[src/rtl/stcb_pkg.sv]
// ----------------------------------------------------------------------------
// stcb_pkg
// Shared types and constants for the timer channel bank.
// ----------------------------------------------------------------------------
package stcb_pkg;

  localparam int unsigned CHANNELS_DEF = 16;
  localparam int unsigned CMD_W        = 2;
  localparam int unsigned CH_W         = 4;
  localparam int unsigned VAL_W        = 64;

  typedef enum logic [CMD_W-1:0] {
    CMD_TICK  = 2'd0,
    CMD_START = 2'd1,
    CMD_STOP  = 2'd2,
    CMD_READ  = 2'd3
  } cmd_e;

  // controller -> datapath
  typedef struct packed {
    logic accept;     // input transfer this cycle
    logic walk_rd;    // tick walk: read channel at walk index
    logic read_done;  // read data is back, capture into result
    logic tick_done;  // tick walk finished, capture tick count
    logic load_out;   // move result into output register
  } ctrl_cmd_t;

  // datapath -> controller
  typedef struct packed {
    logic out_free;   // output register can take a result this cycle
  } dp_status_t;

endpackage

[src/rtl/software_timer_channel_bank.sv]
// ----------------------------------------------------------------------------
// software_timer_channel_bank
// Bank of up/down millisecond counter channels with a free-running tick count.
// ----------------------------------------------------------------------------
// Usage:
//   Input channel (in_valid_i / in_stall_o) carries one command per transfer:
//   tick, start, stop or read, with channel, direction and interval fields.
//   Output channel (out_valid_o / out_stall_i) returns exactly one result per
//   command: tick count for tick, channel value for read, zero otherwise,
//   plus the active/direction flags and a status bit for an ignored start.
// Sequence: start and stop go from acceptance to the output register; a read
//   first captures the registered memory read; a tick first walks every channel.
// Throughput: one command at a time; the next transfer is taken in the cycle
//   after the result moves to the output register. A tick walks the channel
//   memory one channel per cycle (single read port, registered read data).
// Reset: tick count, all channel values and limits read as zero and every
//   channel is inactive, at once (per-entry valid bits, no clearing pass).
// Stall: a result waits in the output register while out_stall_i is high; the
//   block still takes and finishes the next command, holding its result in
//   a staging register until the output register frees up.
// ----------------------------------------------------------------------------
module software_timer_channel_bank
  import stcb_pkg::*;
#(
  parameter int unsigned Channels = CHANNELS_DEF
) (
  input  logic             clk_i,
  input  logic             rst_ni,
  input  logic             in_valid_i,
  output logic             in_stall_o,
  input  logic [CMD_W-1:0] command_i,
  input  logic [CH_W-1:0]  channel_i,
  input  logic             count_up_i,
  input  logic [VAL_W-1:0] interval_i,
  output logic             out_valid_o,
  input  logic             out_stall_i,
  output logic [VAL_W-1:0] value_o,
  output logic             active_o,
  output logic             counting_up_o,
  output logic             status_o
);

  localparam int unsigned IW = (Channels > 1) ? $clog2(Channels) : 1;

  ctrl_cmd_t     ctrl;
  dp_status_t    dp_status;
  logic [IW-1:0] walk_idx;

  // sequencer: owns the handshake on the input side and the tick walk
  stcb_ctrl #(
    .Channels (Channels)
  ) u_ctrl (
    .clk_i      (clk_i),
    .rst_ni     (rst_ni),
    .in_valid_i (in_valid_i),
    .in_stall_o (in_stall_o),
    .command_i  (command_i),
    .status_i   (dp_status),
    .ctrl_o     (ctrl),
    .walk_idx_o (walk_idx)
  );

  // storage, channel update and output register
  stcb_datapath #(
    .Channels (Channels)
  ) u_datapath (
    .clk_i         (clk_i),
    .rst_ni        (rst_ni),
    .ctrl_i        (ctrl),
    .walk_idx_i    (walk_idx),
    .status_o      (dp_status),
    .command_i     (command_i),
    .channel_i     (channel_i),
    .count_up_i    (count_up_i),
    .interval_i    (interval_i),
    .out_valid_o   (out_valid_o),
    .out_stall_i   (out_stall_i),
    .value_o       (value_o),
    .active_o      (active_o),
    .counting_up_o (counting_up_o),
    .res_status_o  (status_o)
  );

endmodule

[src/rtl/stcb_datapath.sv]
// ----------------------------------------------------------------------------
// stcb_datapath
// Channel storage, tick counter, channel update logic and result registers.
// ----------------------------------------------------------------------------
module stcb_datapath
  import stcb_pkg::*;
#(
  parameter int unsigned Channels = CHANNELS_DEF,
  localparam int unsigned IW = (Channels > 1) ? $clog2(Channels) : 1
) (
  input  logic             clk_i,
  input  logic             rst_ni,
  input  ctrl_cmd_t        ctrl_i,
  input  logic [IW-1:0]    walk_idx_i,
  output dp_status_t       status_o,
  input  logic [CMD_W-1:0] command_i,
  input  logic [CH_W-1:0]  channel_i,
  input  logic             count_up_i,
  input  logic [VAL_W-1:0] interval_i,
  output logic             out_valid_o,
  input  logic             out_stall_i,
  output logic [VAL_W-1:0] value_o,
  output logic             active_o,
  output logic             counting_up_o,
  output logic             res_status_o
);

  // channel storage
  logic [VAL_W-1:0] value_mem [Channels];
  logic [VAL_W-1:0] limit_mem [Channels];
  logic [Channels-1:0] value_vld_q, limit_vld_q;
  logic [Channels-1:0] active_q, up_q;

  logic [VAL_W-1:0] tick_count_q;
  logic [VAL_W-1:0] rd_value_q, rd_limit_q;
  logic [IW-1:0]    rd_idx_q;
  logic             rd_ok_q;
  logic             p_vld_q;

  logic [VAL_W-1:0] res_value_q;
  logic             res_active_q, res_up_q, res_status_q;

  logic             out_valid_q;
  logic [VAL_W-1:0] out_value_q;
  logic             out_active_q, out_up_q, out_status_q;

  logic          ch_ok;
  logic [IW-1:0] ch_addr;
  logic [IW-1:0] rd_addr;
  logic          is_start, is_stop, is_tick;
  logic          start_up, start_dn, start_zero, do_stop;

  // tick walk update
  logic [VAL_W-1:0] cur_v, cur_l, inc_v, dec_v;
  logic             p_act, p_up;
  logic             p_wr, p_clr;
  logic [VAL_W-1:0] p_wd;

  // value memory write port
  logic             val_we;
  logic [IW-1:0]    val_wa;
  logic [VAL_W-1:0] val_wd;

  assign ch_ok   = 32'(channel_i) < Channels;
  assign ch_addr = IW'(channel_i);

  assign is_tick  = ctrl_i.accept && (command_i == CMD_TICK);
  assign is_start = ctrl_i.accept && (command_i == CMD_START) && ch_ok;
  assign is_stop  = ctrl_i.accept && (command_i == CMD_STOP);

  assign start_up   = is_start && count_up_i;
  assign start_dn   = is_start && !count_up_i && (interval_i != '0);
  assign start_zero = is_start && !count_up_i && (interval_i == '0);
  assign do_stop    = is_stop && ch_ok;

  assign rd_addr = ctrl_i.walk_rd ? walk_idx_i : ch_addr;

  always_comb begin
    cur_v = value_vld_q[rd_idx_q] ? rd_value_q : '0;
    cur_l = limit_vld_q[rd_idx_q] ? rd_limit_q : '0;
    inc_v = cur_v + VAL_W'(1);
    dec_v = cur_v - VAL_W'(1);
    p_act = p_vld_q && active_q[rd_idx_q];
    p_up  = up_q[rd_idx_q];
    p_wr  = 1'b0;
    p_clr = 1'b0;
    p_wd  = inc_v;
    if (p_act) begin
      if (p_up) begin
        p_wr  = 1'b1;
        p_clr = (cur_l != '0) && (inc_v >= cur_l);
      end else if (cur_v != '0) begin
        p_wr = 1'b1;
        p_wd = dec_v;
      end else begin
        p_clr = 1'b1;
      end
    end
  end

  always_comb begin
    val_we = 1'b0;
    val_wa = ch_addr;
    val_wd = '0;
    if (start_up) begin
      val_we = 1'b1;
    end else if (start_dn) begin
      val_we = 1'b1;
      val_wd = interval_i;
    end else if (p_wr) begin
      val_we = 1'b1;
      val_wa = rd_idx_q;
      val_wd = p_wd;
    end
  end

  // memories: one write and one registered read per cycle
  always_ff @(posedge clk_i) begin
    if (val_we) begin
      value_mem[val_wa] <= val_wd;
    end
    if (start_up) begin
      limit_mem[ch_addr] <= interval_i;
    end
    rd_value_q <= value_mem[rd_addr];
    rd_limit_q <= limit_mem[rd_addr];
  end

  always_ff @(posedge clk_i or negedge rst_ni) begin
    if (!rst_ni) begin
      value_vld_q  <= '0;
      limit_vld_q  <= '0;
      active_q     <= '0;
      up_q         <= '0;
      tick_count_q <= '0;
      rd_idx_q     <= '0;
      rd_ok_q      <= 1'b0;
      p_vld_q      <= 1'b0;
    end else begin
      rd_idx_q <= rd_addr;
      rd_ok_q  <= ch_ok;
      p_vld_q  <= ctrl_i.walk_rd;
      if (val_we) begin
        value_vld_q[val_wa] <= 1'b1;
      end
      if (start_up) begin
        limit_vld_q[ch_addr] <= 1'b1;
        active_q[ch_addr]    <= 1'b1;
        up_q[ch_addr]        <= 1'b1;
      end else if (start_dn) begin
        active_q[ch_addr] <= 1'b1;
        up_q[ch_addr]     <= 1'b0;
      end else if (do_stop) begin
        active_q[ch_addr] <= 1'b0;
      end else if (p_clr) begin
        active_q[rd_idx_q] <= 1'b0;
      end
      if (is_tick) begin
        tick_count_q <= tick_count_q + VAL_W'(1);
      end
    end
  end

  // result staging
  always_ff @(posedge clk_i) begin
    if (ctrl_i.accept) begin
      res_value_q  <= '0;
      res_status_q <= start_zero;
      if (is_tick || !ch_ok) begin
        res_active_q <= 1'b0;
        res_up_q     <= 1'b0;
      end else if (start_up) begin
        res_active_q <= 1'b1;
        res_up_q     <= 1'b1;
      end else if (start_dn) begin
        res_active_q <= 1'b1;
        res_up_q     <= 1'b0;
      end else if (do_stop) begin
        res_active_q <= 1'b0;
        res_up_q     <= up_q[ch_addr];
      end else begin
        res_active_q <= active_q[ch_addr];
        res_up_q     <= up_q[ch_addr];
      end
    end else if (ctrl_i.read_done) begin
      res_value_q <= rd_ok_q ? cur_v : '0;
    end else if (ctrl_i.tick_done) begin
      res_value_q <= tick_count_q;
    end
  end

  // output register
  assign status_o.out_free = !out_valid_q || !out_stall_i;

  always_ff @(posedge clk_i or negedge rst_ni) begin
    if (!rst_ni) begin
      out_valid_q <= 1'b0;
    end else if (ctrl_i.load_out) begin
      out_valid_q <= 1'b1;
    end else if (!out_stall_i) begin
      out_valid_q <= 1'b0;
    end
  end

  always_ff @(posedge clk_i) begin
    if (ctrl_i.load_out) begin
      out_value_q  <= res_value_q;
      out_active_q <= res_active_q;
      out_up_q     <= res_up_q;
      out_status_q <= res_status_q;
    end
  end

  assign out_valid_o   = out_valid_q;
  assign value_o       = out_value_q;
  assign active_o      = out_active_q;
  assign counting_up_o = out_up_q;
  assign res_status_o  = out_status_q;

endmodule

[src/rtl/stcb_ctrl.sv]
// ----------------------------------------------------------------------------
// stcb_ctrl
// Command sequencer: accepts items, walks channels on tick, hands off results.
// ----------------------------------------------------------------------------
module stcb_ctrl
  import stcb_pkg::*;
#(
  parameter int unsigned Channels = CHANNELS_DEF,
  localparam int unsigned IW = (Channels > 1) ? $clog2(Channels) : 1,
  localparam int unsigned CW = $clog2(Channels + 1)
) (
  input  logic             clk_i,
  input  logic             rst_ni,
  input  logic             in_valid_i,
  output logic             in_stall_o,
  input  logic [CMD_W-1:0] command_i,
  input  dp_status_t       status_i,
  output ctrl_cmd_t        ctrl_o,
  output logic [IW-1:0]    walk_idx_o
);

  localparam logic [1:0] S_IDLE = 2'd0;
  localparam logic [1:0] S_TICK = 2'd1;
  localparam logic [1:0] S_READ = 2'd2;
  localparam logic [1:0] S_HOLD = 2'd3;

  logic [1:0]    state_q, state_d;
  logic [CW-1:0] walk_q, walk_d;
  logic          walk_more;

  assign walk_more  = walk_q < CW'(Channels);
  assign walk_idx_o = walk_q[IW-1:0];
  assign in_stall_o = (state_q != S_IDLE);

  always_comb begin
    state_d = state_q;
    walk_d  = walk_q;
    ctrl_o  = '0;
    unique case (state_q)
      S_IDLE: begin
        if (in_valid_i) begin
          ctrl_o.accept = 1'b1;
          walk_d        = '0;
          if (command_i == CMD_TICK) begin
            state_d = S_TICK;
          end else if (command_i == CMD_READ) begin
            state_d = S_READ;
          end else begin
            state_d = S_HOLD;
          end
        end
      end
      S_TICK: begin
        if (walk_more) begin
          ctrl_o.walk_rd = 1'b1;
          walk_d         = walk_q + CW'(1);
        end else begin
          ctrl_o.tick_done = 1'b1;
          state_d          = S_HOLD;
        end
      end
      S_READ: begin
        ctrl_o.read_done = 1'b1;
        state_d          = S_HOLD;
      end
      S_HOLD: begin
        if (status_i.out_free) begin
          ctrl_o.load_out = 1'b1;
          state_d         = S_IDLE;
        end
      end
      default: begin
        state_d = S_IDLE;
      end
    endcase
  end

  always_ff @(posedge clk_i or negedge rst_ni) begin
    if (!rst_ni) begin
      state_q <= S_IDLE;
      walk_q  <= '0;
    end else begin
      state_q <= state_d;
      walk_q  <= walk_d;
    end
  end

endmodule
[config.mk]
export PLATFORM = sky130hd
export DESIGN_NAME = software_timer_channel_bank
export DESIGN_NICKNAME = d
export VERILOG_FILES = /design/src/rtl/stcb_pkg.sv /design/src/rtl/software_timer_channel_bank.sv /design/src/rtl/stcb_datapath.sv /design/src/rtl/stcb_ctrl.sv
export SDC_FILE = /design/constraint.sdc
export NUM_CORES = 2
export LEC_CHECK = 0
export BUFFER_PORTS_ARGS = -buffer_cell sky130_fd_sc_hd__buf_2
export CAP_MARGIN = 5
export CORE_MARGIN = 2
export CORE_UTILIZATION = 62
export CTS_BUF_LIST = sky130_fd_sc_hd__clkbuf_4
export DETAILED_ROUTE_END_ITERATION = 7
export GPL_ROUTABILITY_DRIVEN = 0
export PLACE_DENSITY = 0.79
export SETUP_SLACK_MARGIN = 0.3
export SYNTH_ARGS = -nofsm -noshare
export SYNTH_HDL_FRONTEND = slang
export SYNTH_SLANG_ARGS = --single-unit
[constraint.sdc]
create_clock -name clk_i -period 9.7 [get_ports clk_i]
set_clock_uncertainty 0.1 [all_clocks]
set_input_delay 0.485 -clock clk_i [delete_from_list [all_inputs] [get_ports clk_i]]
set_output_delay 0.485 -clock clk_i [all_outputs]
set_load 0.01 [all_outputs]
Word level (Yosys, flattened, before mapping):

Memories as Yosys holds them, arrays and structs flattened. A register that Yosys moved wholly into a read port is not among the register bits.
Cells that the tools add are included.

* bits in registers: 276
* bits in writable memories: 2048
* output and inout bits: 69
* word-level logic and storage cells: 159
* memories kept: 2

* $add $sub $neg: 4
* magnitude comparators: 8
* equality and inequality tests: 11
* muxes and demuxes: 77
* bitwise operators: 9
* reductions and logical operators: 29

Memories
* u_datapath.limit_mem: words 16, width 64, read ports 1, clocked after Yosys merged registers in 1, wr ports 1, RTL line stcb_datapath.sv:30 `logic [VAL_W-1:0] limit_mem [Channels];`
* u_datapath.value_mem: words 16, width 64, read ports 1, clocked after Yosys merged registers in 1, wr ports 1, RTL line stcb_datapath.sv:29 `logic [VAL_W-1:0] value_mem [Channels];`

Operator list (count)
* two-way mux 64 bit: 11
* nonzero test 64 bit: 3
* adder 64 x 1 -> 64 bit, second input constant: 2
* two-way mux 16 bit: 6
* greater-or-equal comparator 64 bit: 1
* logical NOT 64 bit: 1
* bitwise OR 16 bit: 4
* subtractor 64 x 1 -> 64 bit, second input constant: 1
* AND 16 bit: 3
* two-way mux 1 bit: 39
* inverter 16 bit: 2
* binary-select mux 1 bit (select 4 bit): 6
* two-way mux 4 bit: 4
* less-than comparator 4 x 5 -> 1 bit, second input constant: 3
* demux 1 bit (select 4 bit): 3
* greater-or-equal comparator 4 x 1 -> 1 bit, second input constant: 3
* logical AND 1 bit: 12
* two-way mux 5 bit: 2
* case mux 5 bit (2 select lines): 1
* == test 2 bit, second input constant: 4
* two-way mux 2 bit: 4
* case mux 2 bit (4 select lines): 1
* nonzero test 2 bit: 4
* inequality test 2 bit, second input constant: 3
* 9 further kinds: 15

Longest topological paths before layout:

* depth after elaboration: 15
* gate-level depth with buffers: 27

Modules after synthesis:

Synthesis repeated with hierarchy kept, for this count alone.

* cell total of the unflattened synthesis: 8440
* area total of the unflattened synthesis: 101376.0 µm²

By module, submodules not included
* stcb_datapath: instances 1, cells each 8385, area each 100853.0 µm², sequential area each 70822.9 µm²
* stcb_ctrl: instances 1, cells each 55, area each 523.0 µm², sequential area each 175.2 µm²

Worst setup path after synthesis:

OpenSTA, ideal clock, no wires.

* kind: register -> register
* from: reg u_datapath.rd_idx_q[1]
* to: mem u_datapath.value_mem[15][0], enable pin
* setup time: 0.507 ns
* data arrival time: 7.359 ns
* data required time: 9.093 ns
* slack: 1.734 ns
* stages on the path, launching flop included: 18
* clock period less this slack: 7.966 ns
* cells stage by stage: dfrtp_1 -> buf_2 -> mux4_2 -> mux4_2 -> clkbuf_1 -> clkbuf_1 -> buf_1 -> clkbuf_1 -> nand2_1 -> ha_1 -> and4b_1 -> nand3_1 -> o31ai_4 -> a311o_2 -> buf_6 -> nand3_1 -> o21a_1 -> a21oi_1

* cells in the longest elaborated chain, start to end: 12
* elaborated cells on any way between the ends: 20

Ends and longest elaborated chain
* from (decl): RTL line stcb_datapath.sv:36 `logic [IW-1:0] rd_idx_q;`
* from (signal assigned): RTL line stcb_datapath.sv:140 `rd_idx_q <= rd_addr;`
* binary-select mux 1 bit (select 4 bit): RTL line stcb_datapath.sv:79 `cur_v = value_vld_q[rd_idx_q] ? rd_value_q : '0;`
* two-way mux 1 bit (not written as such): RTL line stcb_datapath.sv:79
* two-way mux 64 bit: RTL line stcb_datapath.sv:79
* nonzero test 64 bit: RTL line stcb_datapath.sv:92 `end else if (cur_v != '0) begin`
* two-way mux 1 bit: RTL line stcb_datapath.sv:92
* two-way mux 1 bit: RTL line stcb_datapath.sv:89 `if (p_up) begin`
* two-way mux 1 bit: RTL line stcb_datapath.sv:88 `if (p_act) begin`
* two-way mux 1 bit: RTL line stcb_datapath.sv:110 `end else if (p_wr) begin`
* two-way mux 1 bit: RTL line stcb_datapath.sv:107 `end else if (start_dn) begin`
* two-way mux 1 bit: RTL line stcb_datapath.sv:105 `if (start_up) begin`
* two-way mux 1 bit: RTL line stcb_datapath.sv:119 `if (val_we) begin`
* two-way mux 1 bit (not written as such): RTL line stcb_datapath.sv:120 `value_mem[val_wa] <= val_wd;`
* to (decl): RTL line stcb_datapath.sv:29

Parallel ways exist; a longest one is shown, timed or not. The select of a mux whose other input is x is not followed.

Worst setup path after layout:

* from: reg u_datapath.rd_idx_q[1]
* to: mem u_datapath.value_mem[2][48], enable pin

Same word-level chain as after synthesis.

==> flow_metrics.py <==
metrics = {
    "outcome": {
        "status": "complete, but fails checks",
        "violations": "design-rule violations",
    },
    "cts": {
        "cts.sinks": 2452,
        "cts_buffers": 602,
        "clock_path_buffers": 4,
        "cts-root-buf": "clkbuf_4",
        "tritoncts": "yes",
        "insertion_delay_ns": 1.42,
        "h-tree-depth": 6,
        "clk_pin_slew_worst_paths_ns": 0.07,
        "cts_setup_buffers": 0,
    },
    "drt": {
        "dr.first_iter.drc_count": 12700,
        "remaining_drc_errors": 56,
        "viasPerCell": 6.55,
        "postRouteAntennaNets": 0,
        "post_drt_wl_per_cell_um": 26.1,
        "drt-total-wl_um": 299000,
        "firstDrtPassIters": 8,
        "num_vias": 75000,
    },
    "floorplan": {
        "row_count": 148,
        "pin_count": 144,
        "initial_core_util": 0.623,
        "die_area_sq_mm": 0.166,
        "core_sq_mm": 0.162,
        "die_h_um": 408,
        "die_w_um": 408,
    },
    "power": {
        "p_total_w": 0.0313,
        "power.leakage_nw": 41.3,
        "peakVddDrop_uv": 368,
        "powerDensity_mw_per_mm2": 276,
    },
    "grt": {
        "grt-ovfl-total": 0,
        "grt_pass1_vias": 72000,
        "antenna_found_initial": 29,
        "grt_max_degree": 175,
        "grt_first_pass_wirelength_um": 441000,
        "grt_util_all_layers": 0.353,
    },
    "yosys": {
        "synth-async-reset-ratio": 0.0579,
        "synth-edff-count": 2118,
        "ys_warn_count": 0,
        "avgSynthCellArea_sq_um": 12.1,
        "yosysUniqueCellTypes": 85,
        "yosys_register_bits": 2452,
        "synth.area.mux_share": 0.00819,
        "synth_xor_area_frac": 0.0122,
        "postSynthCellCount": 8352,
        "synth_nets": 8499,
        "netlist_area_sq_mm": 0.101,
        "synth_top_family_by_area": "simple AND/OR/NAND/NOR gates",
        "ys_seq_area_frac": 0.703,
        "synthSimpleGateAreaFrac": 0.183,
        "synth-main-ff-cell": "edfxtp_1",
        "synth_fa_ha_area_frac": 0.00892,
        "synth-compound-area-share": 0.0604,
    },
    "critical_path": {
        "critPathRequiredTime_ns": 10.54,
        "crit_path_frequent_cell": "buf_4",
        "end_kind": "register",
        "crit_path_start_kind": "register",
        "max_stage_delay_ns": 0.88,
        "cp_max_fo": 51,
        "worstSetupPathType": "reg -> reg",
        "arrival_ns": 8.16,
        "cp_cell_sequence": "buf_4, mux4_2, mux4_4, nand2_1, ha_2, buf_4, and4b_1, nand3_1, o31ai_4, a311o_2, buf_4, mux2i_1, nor2_4, buf_4",
        "critPathSlowestCell": "mux4_4",
    },
    "place": {
        "postPlaceCellArea_sq_mm": 0.104,
        "io_buffers": 143,
        "dpl.hpwl_um": 166000,
    },
    "finish": {
        "regArea_sq_mm": 0.0710,
        "nFillCells": 10700,
        "nets": 8964,
        "final_core_util": 0.698,
        "multi_input_area_sq_mm": 0.0280,
        "drive_gt1_frac": 0.149,
        "syn_to_final_growth_pct": 12.1,
        "design_area_sq_mm": 0.113,
    },
    "timing": {
        "fin_crit_ns": 7.32,
        "post-route-period-util": 0.755,
        "setup_tns_ns": 0,
        "setup_viol": 0,
        "whs_ns": 0.129,
        "slew_violations": 0,
        "tightest_slew_ns": 1.46,
        "max_freq_mhz": 137,
        "rsz0062_at_grt": "false",
        "hold_viol": 0,
        "slew_headroom": 0.0242,
    },
    "min_path": {
        "hp-class": "in -> reg",
    },
    "flow_run": {
        "drv_cap": 0,
    },
}
[cells in the mapped netlist, types with 85 or more instances]
cell type	number	area [sq um]
xnor2_1	101	885
nand3_1	1108	5550
clkbuf_1	553	2080
edfxtp_1	2118	63600
nand2_1	2283	8570
and3_1	160	1000
a311oi_1	259	2270
a21oi_1	85	425
nor2_1	232	871
dfrtp_1	142	3550
nor3_1	125	626
dfxtp_1	192	3840
a31oi_1	146	913
[cell usage in the layout (no fill, tap or decap), types with 19 or more instances in the layout]
cell type      synthesis  routed
nand2_1             2283    2282
mux2i_1               23      20
edfxtp_1            2118    2118
xnor2_1              101     101
and2_1                20      20
xor2_1                40      40
nor4_1                56      55
dfrtp_1              142     142
and3_1               160     158
and4_1                26      26
clkinv_1               2      96
nor2_1               232     209
a311oi_1             259     259
clkinv_2               0      21
a21o_1                36      36
buf_2                 13     142
or2_2                 21      21
nand3_1             1108    1108
a211oi_1              20      19
ha_1                  72      71
a221oi_1              73      73
inv_1                 30      24
buf_4                  1     146
dfxtp_1              192     192
dlygate4sd3_1          0     158
or3_1                 21      21
inv_2                  2      22
a31oi_1              146     146
mux4_2                26      25
nor2_4                 0      23
nor3_1               125     122
nand4_1               65      65
clkbuf_4               0     897
a21oi_1               85      79
o21ai_0               78      75
[through the flow]
| stage | instances | setup slack (ns) |
|---|---|---|
| after floorplan | 8352 | 1.73 |
| after global placement | 10200 | 2.88 |
| after detailed placement | 10200 | 2.71 |
| after global routing | 11400 | 2.22 |
| after CTS | 11400 | 2.60 |
| final | 11500 | 2.38 |
[state kept, by name (all words and copies together), names as in the netlist, 5 cells and up, named ones only]
register	count
u_ctrl.walk_q	5
u_datapath.active_q	16
u_datapath.limit_mem	1024
u_datapath.limit_vld_q	16
u_datapath.rd_limit_q	64
u_datapath.rd_value_q	64
u_datapath.res_value_q	64
u_datapath.tick_count_q	64
u_datapath.value_mem	1024
u_datapath.value_o	64
u_datapath.value_vld_q	16
[logic make-up (layout without fill, tap and decap cells)]
kind of cell    Yosys count  after routing
simple gates           4184           4184
flops                  2452           2452
compound gates          817            817
buf+inv                 635           1543
xor+xnor                141            141
fa+ha+maj                72             72
mux                      50             50
other cells               1             17
[area by class of cell]
class                   instances  area share
multi-input cells            5265       0.247
flip-flops and latches       2452       0.627
clock inverters               150     0.00827
repair buffers                462      0.0327
well taps                    2175      0.0240
clock buffers                 897      0.0595
inverters                      34     0.00138
diodes                         16    0.000353
[where the power goes]
part	switching (W)	total, W	internal [W]
combinational	0.00655	0.00940	0.00284
clock	0.00402	0.00859	0.00457
sequential	0.00108	0.0133	0.0122
[path summary, 6_finish.rpt]
path                                                 start  depth (start not counted)                           end  slack, ns
worst max register to register      u_datapath.rd_idx_q[1]                         14   u_datapath.value_mem[2][48]       2.38
worst max-delay path                u_datapath.rd_idx_q[1]                         14   u_datapath.value_mem[2][48]       2.38
worst min-delay path                        interval_i[54]                          2  u_datapath.limit_mem[14][54]       0.13
max in group asynchronous                           rst_ni                          5   u_datapath.tick_count_q[50]       7.82
min in group asynchronous                           rst_ni                          5             u_ctrl.state_q[0]       0.64
worst min register to register  u_datapath.res_value_q[30]                          0        u_datapath.value_o[30]       0.32
[timing repair]
item	CTS	global route
hold endpoints to repair	2109	0
resized for setup	0	0
hold buffers	159	0
[worst max-delay path: cells and delay by family (launching register included)]
| family | cells | cell delay [ns] |
|---|---|---|
| AOI/OAI and AO/OA | 2 | 0.79 |
| adders and majority gates | 1 | 0.19 |
| buffers and inverters | 4 | 2.09 |
| DFF | 1 | 0.33 |
| muxes | 3 | 1.87 |
| and+or+nand+nor | 4 | 1.31 |
[metal layers]
layer | part of all wire | routed length, um | GRT usage | up-vias
met4 | 0.063 | 18700 | 0.211 | 34
met5 | 0.00082 | 244 | 0 | -
li1 | - | - | - | 32000
met3 | 0.15 | 43500 | 0.102 | 1124
met2 | 0.44 | 132000 | 0.523 | 6016
met1 | 0.35 | 104000 | 0.467 | 35800
(Power assumes the default switching activity.)
